$ cat config.mk
export PLATFORM = sky130hd
export DESIGN_NAME = command_token_id_hash_unit
export DESIGN_NICKNAME = d
export VERILOG_FILES = /design/src/cthash_pkg.sv /design/src/cthash_in_reg.sv /design/src/cthash_token_acc.sv /design/src/command_token_id_hash_unit.sv
export SDC_FILE = /design/constraint.sdc
export NUM_CORES = 1
export LEC_CHECK = 0
export BUFFER_PORTS_ARGS = -buffer_cell sky130_fd_sc_hd__buf_2
export CAP_MARGIN = 20
export CORE_ASPECT_RATIO = 0.6
export CORE_MARGIN = 1.5
export CORE_UTILIZATION = 46
export DETAILED_ROUTE_END_ITERATION = 10
export GPL_ROUTABILITY_DRIVEN = 0
export PLACE_DENSITY_LB_ADDON = 0.08
export SKIP_LAST_GASP = 1
export SYNTH_ARGS = -nofsm -noshare
export SYNTH_HDL_FRONTEND = slang
export SYNTH_HIERARCHICAL = 1
export SYNTH_SLANG_ARGS = --single-unit
$ cat constraint.sdc
create_clock -name clk -period 6.35 [get_ports clk]
set_clock_uncertainty 0.1 [all_clocks]
set_input_delay 0.635 -clock clk [delete_from_list [all_inputs] [get_ports clk]]
set_output_delay 0.635 -clock clk [all_outputs]
set_load 0.02 [all_outputs]
$ cat src/cthash_pkg.sv
// shared types, constants and crc functions for the command token id hash
package cthash_pkg;

  localparam logic [7:0] SPACE_BYTE = 8'h20;
  localparam logic [7:0] NUL_BYTE   = 8'h00;
  localparam logic [7:0] FWD_POLY   = 8'h31;
  localparam logic [7:0] REF_POLY   = 8'h8C;

  typedef struct packed {
    logic [7:0] char_byte;
    logic       line_end;
  } cthash_in_t;

  typedef struct packed {
    logic [31:0] command_id;
    logic        token_present;
  } cthash_out_t;

  // crc-8 poly 0x31, msb first, one byte
  function automatic logic [7:0] crc8_fwd(input logic [7:0] crc, input logic [7:0] b);
    logic [7:0] c;
    c = crc ^ b;
    for (int i = 0; i < 8; i++) begin
      if (c[7]) begin
        c = {c[6:0], 1'b0} ^ FWD_POLY;
      end else begin
        c = {c[6:0], 1'b0};
      end
    end
    return c;
  endfunction

  // reflected crc-8 poly 0x8c, lsb first, one byte
  function automatic logic [7:0] crc8_ref(input logic [7:0] crc, input logic [7:0] b);
    logic [7:0] c;
    c = crc ^ b;
    for (int i = 0; i < 8; i++) begin
      if (c[0]) begin
        c = {1'b0, c[7:1]} ^ REF_POLY;
      end else begin
        c = {1'b0, c[7:1]};
      end
    end
    return c;
  endfunction

endpackage

$ cat src/cthash_in_reg.sv
// input register stage with stall back to the source
module cthash_in_reg (
  input  logic                 clk,
  input  logic                 rst_n,
  input  logic                 in_valid,
  input  cthash_pkg::cthash_in_t in_data,
  output logic                 in_stall,
  input  logic                 advance,
  output logic                 s1_valid,
  output cthash_pkg::cthash_in_t s1_data
);

  logic                   s1_valid_r;
  logic                   s1_valid_nxt;
  cthash_pkg::cthash_in_t s1_data_r;
  logic                   load;

  assign load         = !s1_valid_r || advance;
  assign s1_valid_nxt = load ? in_valid : s1_valid_r;
  assign in_stall     = s1_valid_r && !advance;
  assign s1_valid     = s1_valid_r;
  assign s1_data      = s1_data_r;

  always_ff @(posedge clk) begin
    if (!rst_n) begin
      s1_valid_r <= 1'b0;
    end else begin
      s1_valid_r <= s1_valid_nxt;
    end
  end

  always_ff @(posedge clk) begin
    if (load && in_valid) begin
      s1_data_r <= in_data;
    end
  end

endmodule

$ cat src/cthash_token_acc.sv
// token scanner and hash accumulator, one byte per step
module cthash_token_acc (
  input  logic                   clk,
  input  logic                   rst_n,
  input  logic                   step_en,
  input  cthash_pkg::cthash_in_t s1_data,
  output cthash_pkg::cthash_out_t result
);

  logic       started_r, started_nxt;
  logic       closed_r, closed_nxt;
  logic [5:0] first_r, first_nxt;
  logic [4:0] len_r, len_nxt;
  logic [4:0] sum_r, sum_nxt;
  logic [7:0] fcrc_r, fcrc_nxt;
  logic [7:0] rcrc_r, rcrc_nxt;
  logic       absorb;
  logic [7:0] b;

  assign b = s1_data.char_byte;

  always_comb begin
    started_nxt = started_r;
    closed_nxt  = closed_r;
    first_nxt   = first_r;
    absorb      = 1'b0;
    if (!closed_r) begin
      if (!started_r) begin
        if (b == cthash_pkg::NUL_BYTE) begin
          closed_nxt = 1'b1;
        end else if (b != cthash_pkg::SPACE_BYTE) begin
          started_nxt = 1'b1;
          first_nxt   = b[5:0];
          absorb      = 1'b1;
        end
      end else if (b == cthash_pkg::NUL_BYTE || b == cthash_pkg::SPACE_BYTE) begin
        closed_nxt = 1'b1;
      end else begin
        absorb = 1'b1;
      end
    end
  end

  assign len_nxt  = absorb ? len_r + 5'd1 : len_r;
  assign sum_nxt  = absorb ? sum_r + b[4:0] : sum_r;
  assign fcrc_nxt = absorb ? cthash_pkg::crc8_fwd(fcrc_r, b) : fcrc_r;
  assign rcrc_nxt = absorb ? cthash_pkg::crc8_ref(rcrc_r, b) : rcrc_r;

  assign result = {(started_nxt ? {first_nxt, len_nxt, sum_nxt, fcrc_nxt, rcrc_nxt} : 32'd0),
                   started_nxt};

  // line end emits and returns the scanner to its reset state
  always_ff @(posedge clk) begin
    if (!rst_n || (step_en && s1_data.line_end)) begin
      started_r <= 1'b0;
      closed_r  <= 1'b0;
      first_r   <= '0;
      len_r     <= '0;
      sum_r     <= '0;
      fcrc_r    <= '0;
      rcrc_r    <= '0;
    end else if (step_en) begin
      started_r <= started_nxt;
      closed_r  <= closed_nxt;
      first_r   <= first_nxt;
      len_r     <= len_nxt;
      sum_r     <= sum_nxt;
      fcrc_r    <= fcrc_nxt;
      rcrc_r    <= rcrc_nxt;
    end
  end

endmodule

$ cat src/command_token_id_hash_unit.sv
// Command token hash unit: takes one command-line byte per transaction and, on the byte
// marked line_end, returns one transaction holding the 32-bit ID of the first token
// (first char bits, length, byte sum, forward and reflected crc-8) and a token_present
// flag. A byte passes through an input register, then the scanner and both crc-8 byte
// updates, then the result register. One byte is accepted every cycle as long as the
// result register is drained. Only a line_end byte waits when a previous result is
// still stalled at the output.
module command_token_id_hash_unit (
  input  logic                    clk,
  input  logic                    rst_n,
  input  logic                    in_valid,
  input  cthash_pkg::cthash_in_t  in_data,
  output logic                    in_stall,
  output logic                    out_valid,
  output cthash_pkg::cthash_out_t out_data,
  input  logic                    out_stall
);

  logic                    s1_valid;
  cthash_pkg::cthash_in_t  s1_data;
  logic                    advance;
  logic                    emit;
  cthash_pkg::cthash_out_t result;
  logic                    out_valid_r, out_valid_nxt;
  cthash_pkg::cthash_out_t out_data_r;

  // a byte that emits nothing never waits on the output
  assign advance = s1_valid && (!s1_data.line_end || !out_valid_r || !out_stall);
  assign emit    = advance && s1_data.line_end;

  cthash_in_reg u_in_reg (
    .clk      (clk),
    .rst_n    (rst_n),
    .in_valid (in_valid),
    .in_data  (in_data),
    .in_stall (in_stall),
    .advance  (advance),
    .s1_valid (s1_valid),
    .s1_data  (s1_data)
  );

  cthash_token_acc u_token_acc (
    .clk     (clk),
    .rst_n   (rst_n),
    .step_en (advance),
    .s1_data (s1_data),
    .result  (result)
  );

  always_comb begin
    if (emit) begin
      out_valid_nxt = 1'b1;
    end else if (!out_stall) begin
      out_valid_nxt = 1'b0;
    end else begin
      out_valid_nxt = out_valid_r;
    end
  end

  always_ff @(posedge clk) begin
    if (!rst_n) begin
      out_valid_r <= 1'b0;
    end else begin
      out_valid_r <= out_valid_nxt;
    end
  end

  always_ff @(posedge clk) begin
    if (emit) begin
      out_data_r <= result;
    end
  end

  assign out_valid = out_valid_r;
  assign out_data  = out_data_r;

  // input only stalls behind a held result
  a_stall_needs_held_out: assert property (@(posedge clk) disable iff (!rst_n)
    in_stall |-> (out_valid_r && out_stall && s1_valid && s1_data.line_end))
    else $error("input stalled without a held result");

  // a new result only follows a line_end byte
  a_rise_from_line_end: assert property (@(posedge clk) disable iff (!rst_n)
    $rose(out_valid_r) |-> $past(emit))
    else $error("result raised without a line_end byte");

  // no token means an all-zero id
  a_empty_id_zero: assert property (@(posedge clk) disable iff (!rst_n)
    (out_valid_r && !out_data_r.token_present) |-> (out_data_r.command_id == 32'd0))
    else $error("nonzero id without a token");

  // a held result is never overwritten
  a_no_overwrite: assert property (@(posedge clk) disable iff (!rst_n)
    (out_valid_r && out_stall) |-> !emit)
    else $error("result overwritten while stalled");

endmodule
# Word level (Yosys, flattened, before mapping)
# Index checks and enable logic that the tools add are counted.
[totals] elab_cells=89 inputBits=13 ff_bits=78 out_inout_bits=35
[op_classes] bitwise=18 muxes=37 n_eq_ne=3 reduce_logical=16 addsub=2
[op_table] cell="8-bit 2-to-1 mux" n=10
[op_table] cell="6-bit 2-to-1 mux" n=12
[op_table] cell="2-bit inverter with 3-bit output" n=8
[op_table] cell="3-bit inverter" n=8
[op_table] cell="8-bit bitwise XOR" n=2
[op_table] cell="1-bit 2-to-1 mux" n=13
[op_table] cell="5-bit 2-to-1 mux" n=2
[op_table] cell="8-bit by 6-bit == test with 1-bit output, second input constant" n=1
[op_table] cell="8-bit logical NOT" n=1
[op_table] cell="8-bit by 6-bit != test with 1-bit output, second input constant" n=1
[op_table] cell="1-bit logical NOT" n=6
[op_table] cell="5-bit by 1-bit adder with 5-bit output, second input constant" n=1
[op_table] cell="5-bit adder" n=1
[op_table] cell="1-bit logical OR" n=5
[op_table] cell="1-bit logical AND" n=4
[op_table] cell="2-bit by 1-bit != test with 1-bit output, second input constant" n=1

# Depth between registers and ports, before layout
# Gate-level depths: netlist (run 1).
[depth] word_depth=18 depth_mapped=8 depth_no_buf=7

# Modules after synthesis
# The synthesis (run 1) kept the hierarchy.
[modules_own_cells] module="cthash_token_acc" instances=1 area_per_inst_um2=2242.2 cells_each=278 seq_area_each_um2=680.7
[modules_own_cells] module="command_token_id_hash_unit" instances=1 area_per_inst_um2=1044.8 cells_each=40 seq_area_each_um2=1011.0
[modules_own_cells] module="cthash_in_reg" instances=1 area_per_inst_um2=317.8 cells_each=13 seq_area_each_um2=290.3

# Least setup slack after synthesis (run 1)
# Ideal clock, no wire load.
[synth_timing] kind="input to register" startpoint="input out_stall" endpoint="register out_data_r (netlist bit out_data[0]), enable pin" setup_ns=0.434 n_path_buf=0 t_arrival_ns=2.288 t_required_ns=5.816 slack_ns=3.528 stages=1 path_cell_list="a21oi_1"
[synth_between] elab_chain_len=4
[synth_rtl] item="start, declared" line_no="command_token_id_hash_unit.sv:16" source="input logic out_stall"
[synth_rtl] item="1-bit logical NOT"
[synth_rtl] item="1-bit logical OR" line_no="command_token_id_hash_unit.sv:28" source="assign advance = s1_valid && (!s1_data.line_end || !out_valid_r || !out_stall);"
[synth_rtl] item="1-bit logical AND" line_no="command_token_id_hash_unit.sv:28"
[synth_rtl] item="1-bit logical AND" line_no="command_token_id_hash_unit.sv:29" source="assign emit = advance && s1_data.line_end;"
[synth_rtl] item="end signal, assigned" line_no="command_token_id_hash_unit.sv:70" source="out_data_r <= result;"
[synth_rtl] item="end, declared" line_no="command_token_id_hash_unit.sv:25" source="cthash_pkg::cthash_out_t out_data_r;"
# Every way passes these cells.
# A chain may end at the register's enable or synchronous reset.

# Worst setup path in the final report (run 1)
[layout_timing] startpoint="register u_in_reg.s1_data_r (netlist bit u_in_reg/s1_data[0])" endpoint="register u_token_acc.len_r[3]"
[layout_between] elab_chain_len=6
[layout_rtl] item="start, declared" line_no="cthash_in_reg.sv:15" source="cthash_pkg::cthash_in_t s1_data_r;"
[layout_rtl] item="start signal, assigned" line_no="cthash_in_reg.sv:34" source="s1_data_r <= in_data;"
[layout_rtl] item="1-bit logical NOT (*)" line_no="command_token_id_hash_unit.sv:28"
[layout_rtl] item="1-bit logical OR (*) (2 in a row)" line_no="command_token_id_hash_unit.sv:28"
[layout_rtl] item="1-bit logical AND (*)" line_no="command_token_id_hash_unit.sv:28"
[layout_rtl] item="net advance" line_no="command_token_id_hash_unit.sv:21" source="logic advance;"
[layout_rtl] item="1-bit logical AND" line_no="cthash_token_acc.sv:54" source="if (!rst_n || (step_en && s1_data.line_end)) begin"
[layout_rtl] item="1-bit logical OR" line_no="cthash_token_acc.sv:54"
[layout_rtl] item="end signal, assigned" line_no="cthash_token_acc.sv:66" source="len_r <= len_nxt;"
[layout_rtl] item="end, declared" line_no="cthash_token_acc.sv:13" source="logic [4:0] len_r, len_nxt;"
# Mark *: on every way through the listed nets, which the timed path passes. The rest lies on a longest branch.

==> results of run 1 <==
## routing by layer
metal	vias to the layer above	GRT usage, %	wire, µm
met3	4	7.19	450
li1	1258	-	-
met5	-	0	0
met2	82	27.6	3010
met4	0	5.62	51
met1	1214	31.9	4070
## cells by family (layout without fill, tap and decap cells)
group                    Yosys count  in the layout
adder cells (fa/ha/maj)            6              6
multiplexers                       1              1
AO/OA/AOI/OAI                     66             66
AND/OR/NAND/NOR                  111            111
flip-flops                        78             78
buffers and inverters             21             70
XOR/XNOR                          48             48
## path summary, 6_finish.rpt
path | from | end | cells past startpoint
max reg2reg | u_in_reg/s1_data[0]$_DFFE_PP_ | u_token_acc/len_r[3]$_SDFFE_PP0P_ | 7
max | u_in_reg/s1_data[0]$_DFFE_PP_ | u_token_acc/len_r[3]$_SDFFE_PP0P_ | 7
min reg2reg | u_token_acc/sum_r[0]$_SDFFE_PP0P_ | u_token_acc/sum_r[0]$_SDFFE_PP0P_ | 2
min | in_data[4] | u_in_reg/s1_data[4]$_DFFE_PP_ | 1
## cells in the mapped netlist (2+ instances only)
cell type	instances
dfxtp_1	36
xor2_1	15
clkbuf_1	9
nand2b_1	3
edfxtp_1	42
nand4_1	4
a211oi_1	10
inv_1	2
buf_6	2
buf_2	7
or3_1	2
a31oi_1	4
xnor2_1	27
o21ai_1	2
nor2_1	39
xnor2_2	2
nor3_1	4
a211oi_2	3
a22oi_1	5
a21oi_1	9
ha_1	5
a22o_1	5
nand3_1	21
a21o_1	2
nand2_1	33
o21ai_0	21
## where the power goes
group	total (mW)	switching, mW	internal, mW
Combinational	0.329	0.193	0.136
Sequential	0.629	0.0306	0.598
Clock	0.461	0.187	0.274
Total	1.42	0.410	1.01
## state kept, by name, summed over array words and instances (netlist names), 5 cells and up
| name | cells |
|---|---|
| out_data | 33 |
| u_in_reg/s1_data | 9 |
| u_token_acc/fcrc_r | 8 |
| u_token_acc/rcrc_r | 8 |
| u_token_acc/first_r | 6 |
| u_token_acc/len_r | 5 |
| u_token_acc/sum_r | 5 |
## stage by stage
stage                     cell area [µm²]  hold slack (ns)  power [mW]
after global placement               3910            0.377       0.962
final                                4200            0.376        1.42
after CTS                            4180            0.366        1.43
after global routing                 4200            0.358        1.50
after detailed placement             3910            0.378       0.966
after floorplan                      3600            0.354       0.890
## final cells by class
class,instances,area [µm²]
well taps,104,130
clock inverters,2,10.0
fillers,665,3210
flip-flops and latches,78,1980
repair buffers,52,293
clock buffers,14,254
inverters,2,7.51
multi-input cells,232,1530
## worst reg2reg max path, stage by stage, from the launching register on
cell and delay, ns:
edfxtp_1 0.41, a31oi_1 0.58, nand2b_1 0.19, o21ba_1 0.37
buf_4 0.41, nand4_1 0.17, xor2_1 0.18, nor2_1 0.05
==> impl_metrics.json, run 1 <==
{
  "tns_ns": 0,
  "synth_top_area_share_pct": 35.0,
  "cpPeakStageDelay_ns": 0.58,
  "cp_data_required_time_ns": 6.46,
  "antenna_found_initial": 0,
  "slew_viol_final": 0,
  "std_cell_rows": 24,
  "min_period_ns": 2.58,
  "hold_violations": 0,
  "area_growth_pct": 16.6,
  "synthAdderAreaFrac_pct": 2.29,
  "dp.cells": 467,
  "synthArstFlopShare_pct": 0,
  "grt_pass1_vias": 2425,
  "cts_buffers": 9,
  "crit_family": "compound AO/OA/AOI/OAI gates",
  "die_w_um": 117,
  "setup_viol": 0,
  "vias": 2558,
  "worstHoldPathType": "in -> reg",
  "dp_slack_ns": 3.51,
  "leakage_nw": 1.61,
  "cp.arrival_ns": 2.69,
  "ctsResizeCount": 0,
  "die_height_um": 71.6,
  "synth_nets": 350,
  "antennaDiodeCount": 0,
  "layout_common_cells": "buf_2, edfxtp_1, nor2_1",
  "layout_setup_ws_ns": 3.77,
  "viasPerCell": 5.29,
  "worst-path-buf-inv": 1,
  "final_nets": 394,
  "synth_top_cell_by_area": "edfxtp_1",
  "wirelength_mm": 7.58,
  "drtIter0Drc": 214,
  "detail_route.wl_per_cell_um": 15.7,
  "path_max_fanout": 36,
  "cp_slowest_cell": "a31oi_1",
  "synth_xor_area_share_pct": 13.5,
  "port-buffer-count": 47,
  "synth_cells": 331,
  "synth_cell_types": 43,
  "postCtsSetupRepairBufs": 0,
  "io-pin-count": 48,
  "grt.total_usage_pct": 20.8,
  "grt_pass1_wl_mm": 12.8,
  "synthMuxAreaShare_pct": 0.278,
  "worstSkewPairLatency_ns": 0.33,
  "max_cap_viol_count": 0,
  "start_util_pct": 48.6,
  "place_hpwl_mm": 5.11,
  "synthTopCellsByArea": "edfxtp_1, dfxtp_1, xnor2_1",
  "final_common_cell": "buf_2",
  "drc": 0,
  "p_per_area_nw_per_um2": 338,
  "synth_edf_count": 42,
  "grt_max_degree": 37,
  "ant_nets": 0,
  "synth_area_per_cell_um2": 10.9,
  "core-area_um2": 7420,
  "synth-simple-area-share_pct": 13.7,
  "grt.overflow.total": 0,
  "synth_compound_area_share_pct": 12.2,
  "die-area_um2": 8390,
  "syn_area_um2": 3600,
  "ys_seq_elements": 78,
  "finish.utilization_pct": 56.7,
  "holdBufCountCts": 0,
  "synth_top_family_by_area": "simple AND/OR/NAND/NOR gates",
  "cts.sinks": 78,
  "vdd_drop_max_mv": 0.197,
  "cts.path.max_buffers": 2,
  "slew_headroom_pct": 36.5,
  "cts.htree.levels": 3,
  "rsz0062_at_grt": "false",
  "status": "finished, final reports clean",
  "clkTransAtPathRegs_ns": 0.06,
  "final_cells": 484,
  "period_share_pct": 40.6,
  "drive_gt1_share_pct": 20.0,
  "rrSetupSlack_ns": 3.77,
  "crit_type": "reg -> reg",
  "start_kind": "flop",
  "fmax_ghz": 0.388,
  "path_cells": "a31oi_1 -> nand2b_1 -> o21ba_1 -> buf_4 -> nand4_1 -> xor2_1 -> nor2_1",
  "dr.pass1.iters": 5,
  "end_kind": "flop",
  "root_buffer": "clkbuf_16",
  "synth_ff_type": "edfxtp_1",
  "cts_tree": "yes",
  "seq_area_frac_synth_pct": 55.0,
  "worst_slew_pin_slew_ns": 0.950,
  "ys_warn_count": 6
}
Power figures use the tool's default switching activity.
==> inputs of run 2 (changes only) <==
- clock period: 6.35 -> 2.5 ns (I/O delays scaled with it)
==> impl_metrics.json, run 2 (synthesis gave the netlist of run 1 again) <==
{
  "status": "finished, final reports clean",
  "root_buffer": "clkbuf_16",
  "io-pin-count": 48,
  "vdd_drop_max_mv": 0.428,
  "rrSetupSlack_ns": 0.20,
  "largest_reg_flops": 33,
  "drive_gt1_share_pct": 21.4,
  "ctsResizeCount": 0,
  "start_util_pct": 48.6,
  "slew_viol_final": 0,
  "ant_nets": 0,
  "die-area_um2": 8390,
  "path_max_fanout": 16,
  "grtUsageMet1_pct": 31.4,
  "wirelength_mm": 7.96,
  "start_kind": "flop",
  "port-buffer-count": 47,
  "hold_start": "in_data[2]",
  "antennaDiodeCount": 0,
  "final_common_cell": "buf_2",
  "slew_headroom_pct": 55.3,
  "cp_slowest_cell": "or4_4",
  "place_hpwl_mm": 5.44,
  "cts.sinks": 78,
  "cts_buffers": 9,
  "fmax_ghz": 0.435,
  "cts_tree": "yes",
  "leakage_nw": 1.68,
  "crit_type": "reg -> reg",
  "whs_endpoint": "u_in_reg/s1_data[2]$_DFFE_PP_",
  "end_kind": "flop",
  "tns_ns": 0,
  "viasPerCell": 5.25,
  "crit_top_cell": "o21ai_0",
  "p_per_area_nw_per_um2": 840,
  "clkTransAtPathRegs_ns": 0.05,
  "core-area_um2": 7420,
  "drc": 0,
  "r2r_cells": 6,
  "antenna_found_initial": 0,
  "cp.arrival_ns": 2.37,
  "layout_common_cells": "buf_2, edfxtp_1, nor2_1",
  "drtIter0Drc": 164,
  "cpPeakStageDelay_ns": 0.62,
  "cts.path.max_buffers": 2,
  "grt_pass1_vias": 2463,
  "die_w_um": 117,
  "cts.htree.levels": 3,
  "grt.total_usage_pct": 21.1,
  "setup_viol": 0,
  "vias": 2628,
  "min_period_ns": 2.30,
  "dr.pass1.iters": 4,
  "min_path_cells": 1,
  "postCtsSetupRepairBufs": 0,
  "period_share_pct": 91.9,
  "dp_slack_ns": 0.226,
  "rr_startpoint": "u_in_reg/s1_data[2]$_DFFE_PP_",
  "path_cells": "or4_4 -> o21bai_2 -> buf_4 -> and2_1 -> o21ai_0 -> o21ai_0",
  "grt.overflow.total": 0,
  "grt_pass1_wl_mm": 12.9,
  "max_cap_viol_count": 0,
  "std_cell_rows": 24,
  "power.total_mw": 3.66,
  "top_usage_layer": "met1",
  "gr-usage-met3_pct": 6.43,
  "hold_violations": 0,
  "detail_route.wl_per_cell_um": 15.9,
  "r2r_end": "out_data[24]$_DFFE_PP_",
  "grt_util_met2_pct": 29.0,
  "grt_max_degree": 35,
  "finish.utilization_pct": 58.7,
  "worstHoldPathType": "in -> reg",
  "area_growth_pct": 20.8,
  "die_height_um": 71.6,
  "rsz0062_at_grt": "false",
  "final_nets": 411,
  "cp_data_required_time_ns": 2.57,
  "worstSkewPairLatency_ns": 0.34,
  "layout_setup_ws_ns": 0.203,
  "worst_slew_pin_slew_ns": 0.669
}
==> run 2: changes by cell type in the layout (fill, tap and decap cells not counted), sizes merged <==
cell         change
buf              +9
dlygate4sd3      +8
clkbuf           +1
clkinv           -1
==> run 2: worst max-delay path by stage <==
| stage | depth (start not counted) | startpoint | to | slack, ns |
|---|---|---|---|---|
| final | 6 | u_in_reg/s1_data[2]$_DFFE_PP_ | out_data[24]$_DFFE_PP_ | 0.20 |
| after global routing | 6 | u_in_reg/s1_data[2]$_DFFE_PP_ | out_data[24]$_DFFE_PP_ | 0.05 |
| after CTS | 6 | u_in_reg/s1_data[2]$_DFFE_PP_ | out_data[21]$_DFFE_PP_ | 0.21 |
| after detailed placement | 6 | u_in_reg/s1_data[2]$_DFFE_PP_ | out_data[24]$_DFFE_PP_ | 0.23 |
| after global placement | 5 | u_in_reg/s1_data[4]$_DFFE_PP_ | out_data[14]$_DFFE_PP_ | 0.24 |
| after floorplan | 7 | u_in_reg/s1_data[1]$_DFFE_PP_ | u_token_acc/sum_r[4]$_SDFFE_PP0P_ | 0.34 |
==> run 2: what timing repair did <==
item / CTS / global route
endpoints found under the setup margin: 0 / 0
hold buffers: 8 / 0
hold endpoints to repair: 8 / 0
==> run 2: final cells by class <==
cell class                      instances  area [µm²]
Sequential cell                        78        1980
Tap cell                              104         130
Fill cell                             625        3060
Timing Repair Buffer                   69         433
Clock inverter                          1        5.00
Multi-Input combinational cell        232        1530
Inverter                                2        7.51
Clock buffer                           15         268
==> run 2: power breakdown <==
| group | switching, mW | internal, mW | total, mW |
|---|---|---|---|
| combinational | 0.500 | 0.363 | 0.864 |
| sequential | 0.0753 | 1.52 | 1.60 |
| clock | 0.471 | 0.726 | 1.20 |
==> run 2: stage by stage <==
step                hold WS, ns  area, µm²  std cells
detailed placement        0.328       4000        477
global placement          0.327       4000        477
CTS                    0.000381       4350        501
global route          0.0000843       4350        501
floorplan                 0.249       3610        331
finish                   0.0148       4350        501
==> run 2: routing by layer <==
| metal | up-vias | part of all wire [%] | routed length [µm] |
|---|---|---|---|
| met5 | - | 0 | 0 |
| met4 | 0 | 1.4 | 112 |
| met3 | 10 | 5.7 | 454 |
| met2 | 78 | 42 | 3340 |
| met1 | 1247 | 51 | 4050 |
| li1 | 1293 | - | - |
==> run 2: worst max-delay path: cells and delay by family (launching register included) <==
family / cells / cell delay (ns)
buffers and inverters: 1 / 0.24
and+or+nand+nor: 2 / 0.88
AOI/OAI and AO/OA: 3 / 0.39
DFF: 1 / 0.54
==> inputs of run 3 (changes only) <==
- clock period: 2.5 -> 1.9 ns (I/O delays scaled with it)
==> impl_metrics.json, run 3 (synthesis gave the netlist of run 1 again) <==
{
  "status": "finished with violations",
  "violations": "negative setup slack",
  "antenna_found_initial": 0,
  "cts.htree.levels": 3,
  "rrSetupSlack_ns": -0.24,
  "grt.total_usage_pct": 25.7,
  "cp.arrival_ns": 2.13,
  "crit_type": "reg -> reg",
  "die-area_um2": 8390,
  "area_growth_pct": 58.6,
  "slew_viol_final": 0,
  "clkTransAtPathRegs_ns": 0.06,
  "ant_nets": 0,
  "seq_area_um2": 1980,
  "p_per_area_nw_per_um2": 1070,
  "min_period_ns": 2.14,
  "cp_data_required_time_ns": 1.89,
  "final_common_cell": "buf_4",
  "vdd_drop_max_mv": 0.675,
  "max_cap_viol_count": 0,
  "fmax_ghz": 0.468,
  "layout_common_cells": "buf_4, buf_2, edfxtp_1",
  "hold_ws_ns": 0.0220,
  "drive_gt1_share_pct": 48.5,
  "worst_slew_pin_slew_ns": 0.828,
  "io-pin-count": 48,
  "nFillCells": 458,
  "die_height_um": 71.6,
  "multiInputGateArea_um2": 2060,
  "grt_max_degree": 35,
  "die_w_um": 117,
  "drc": 0,
  "dp.cells": 518,
  "slew_headroom_pct": 44.7,
  "dr.pass1.iters": 5,
  "final_nets": 482,
  "period_share_pct": 112,
  "wirelength_mm": 11.2,
  "largest_reg_flops": 33,
  "cp-endpoint": "out_data[4]$_DFFE_PP_",
  "std_cell_rows": 24,
  "grt.overflow.total": 0,
  "cts_buffers": 9,
  "end_kind": "flop",
  "port-buffer-count": 47,
  "hold_violations": 0,
  "r2r_end": "out_data[4]$_DFFE_PP_",
  "core-area_um2": 7420,
  "worstHoldPathType": "in -> reg",
  "path_max_fanout": 2,
  "start_kind": "flop",
  "root_buffer": "clkbuf_16",
  "setup_viol": 55,
  "r2r_cells": 7,
  "cp-startpoint": "u_in_reg/s1_data[5]$_DFFE_PP_",
  "viasPerCell": 5.46,
  "rsz0062_at_grt": "true",
  "cts_tree": "yes",
  "tns_ns": -7.28,
  "antennaDiodeCount": 0,
  "grt_pass1_wl_mm": 15.4,
  "detail_route.wl_per_cell_um": 19.7,
  "finish.utilization_pct": 77.1,
  "leakage_nw": 2.27,
  "grt_pass1_vias": 2867,
  "rr_startpoint": "u_in_reg/s1_data[5]$_DFFE_PP_",
  "final_cells": 572,
  "vias": 3121,
  "layout_setup_ws_ns": -0.235,
  "drtIter0Drc": 300,
  "place_hpwl_mm": 5.84,
  "cts.sinks": 78,
  "cts.path.max_buffers": 2,
  "start_util_pct": 48.6,
  "worstSkewPairLatency_ns": 0.34
}
-- run 3: changes by cell type in the layout (fill, tap and decap cells not counted), moves of 7 or more --
cell	delta
buf_4	+40
o21ai_0	-19
buf_6	+17
xnor2_1	-17
nand3_1	-15
o21ai_1	+10
xnor2_2	+10
nand3_2	+9
o21ai_2	+9
xnor2_4	+7
-- run 3: worst min-delay path by stage --
stage	from	cells past startpoint	slack [ns]	to
3_3_place_gp	in_data[4]	1	0.27	u_in_reg/s1_data[4]$_DFFE_PP_
4_1_cts	rst_n	2	0.02	out_valid$_SDFFE_PN0P_
5_1_grt	rst_n	2	0.04	out_valid$_SDFFE_PN0P_
2_1_floorplan	in_data[0]	0	0.19	u_in_reg/s1_data[0]$_DFFE_PP_
3_5_place_dp	in_data[2]	1	0.27	u_in_reg/s1_data[2]$_DFFE_PP_
6_report	rst_n	2	0.02	out_valid$_SDFFE_PN0P_
-- run 3: timing repair --
action                                  4_1_cts  5_1_grt
hold buffers                                 11        0
resized for setup                            48       82
endpoints found under the setup margin       54       59
gates cloned                                  4        3
pin swaps                                    18       41
hold endpoints to repair                     10        0
buffers inserted                             12       13
-- run 3: layout make-up --
cell class              instances  share of cell area (%)
inverters                       2                   0.131
clock inverters                 4                    2.10
clock buffers                  12                    4.14
well taps                     104                    2.28
repair buffers                139                    20.6
flip-flops and latches         78                    34.7
multi-input cells             233                    36.1
-- run 3: per-stage QoR --
step | worst slack, ns | power (mW) | cell area [µm²]
3_5_place_dp | -0.245 | 3.50 | 4370
2_1_floorplan | -0.148 | 2.98 | 3650
3_3_place_gp | -0.182 | 3.49 | 4370
5_1_grt | -0.277 | 6.35 | 5720
6_report | -0.235 | 6.13 | 5720
4_1_cts | -0.167 | 5.75 | 5200
-- run 3: worst max-delay path, cell delays in order, from the launching register on --
cell	delay, ns
edfxtp_1	0.42
buf_6	0.15
buf_6	0.12
xnor2_4	0.19
xor3_2	0.52
xor2_2	0.22
nand2_1	0.11
nand2_1	0.06
-- run 3: metal layers --
layer  wire, µm  share of wire, %  global-route usage, %
met5          0                 0                      0
met4        292               2.6                   9.77
met3        756               6.7                   7.19
met2       5370                48                   38.0
met1       4820                43                   36.2
-- run 3: power by group --
group	total (mW)	switching (mW)	internal, mW	leakage, nW
sequential	2.14	0.136	2.00	0.686
combinational	1.92	0.959	0.963	1.41
clock	2.07	0.651	1.42	0.171
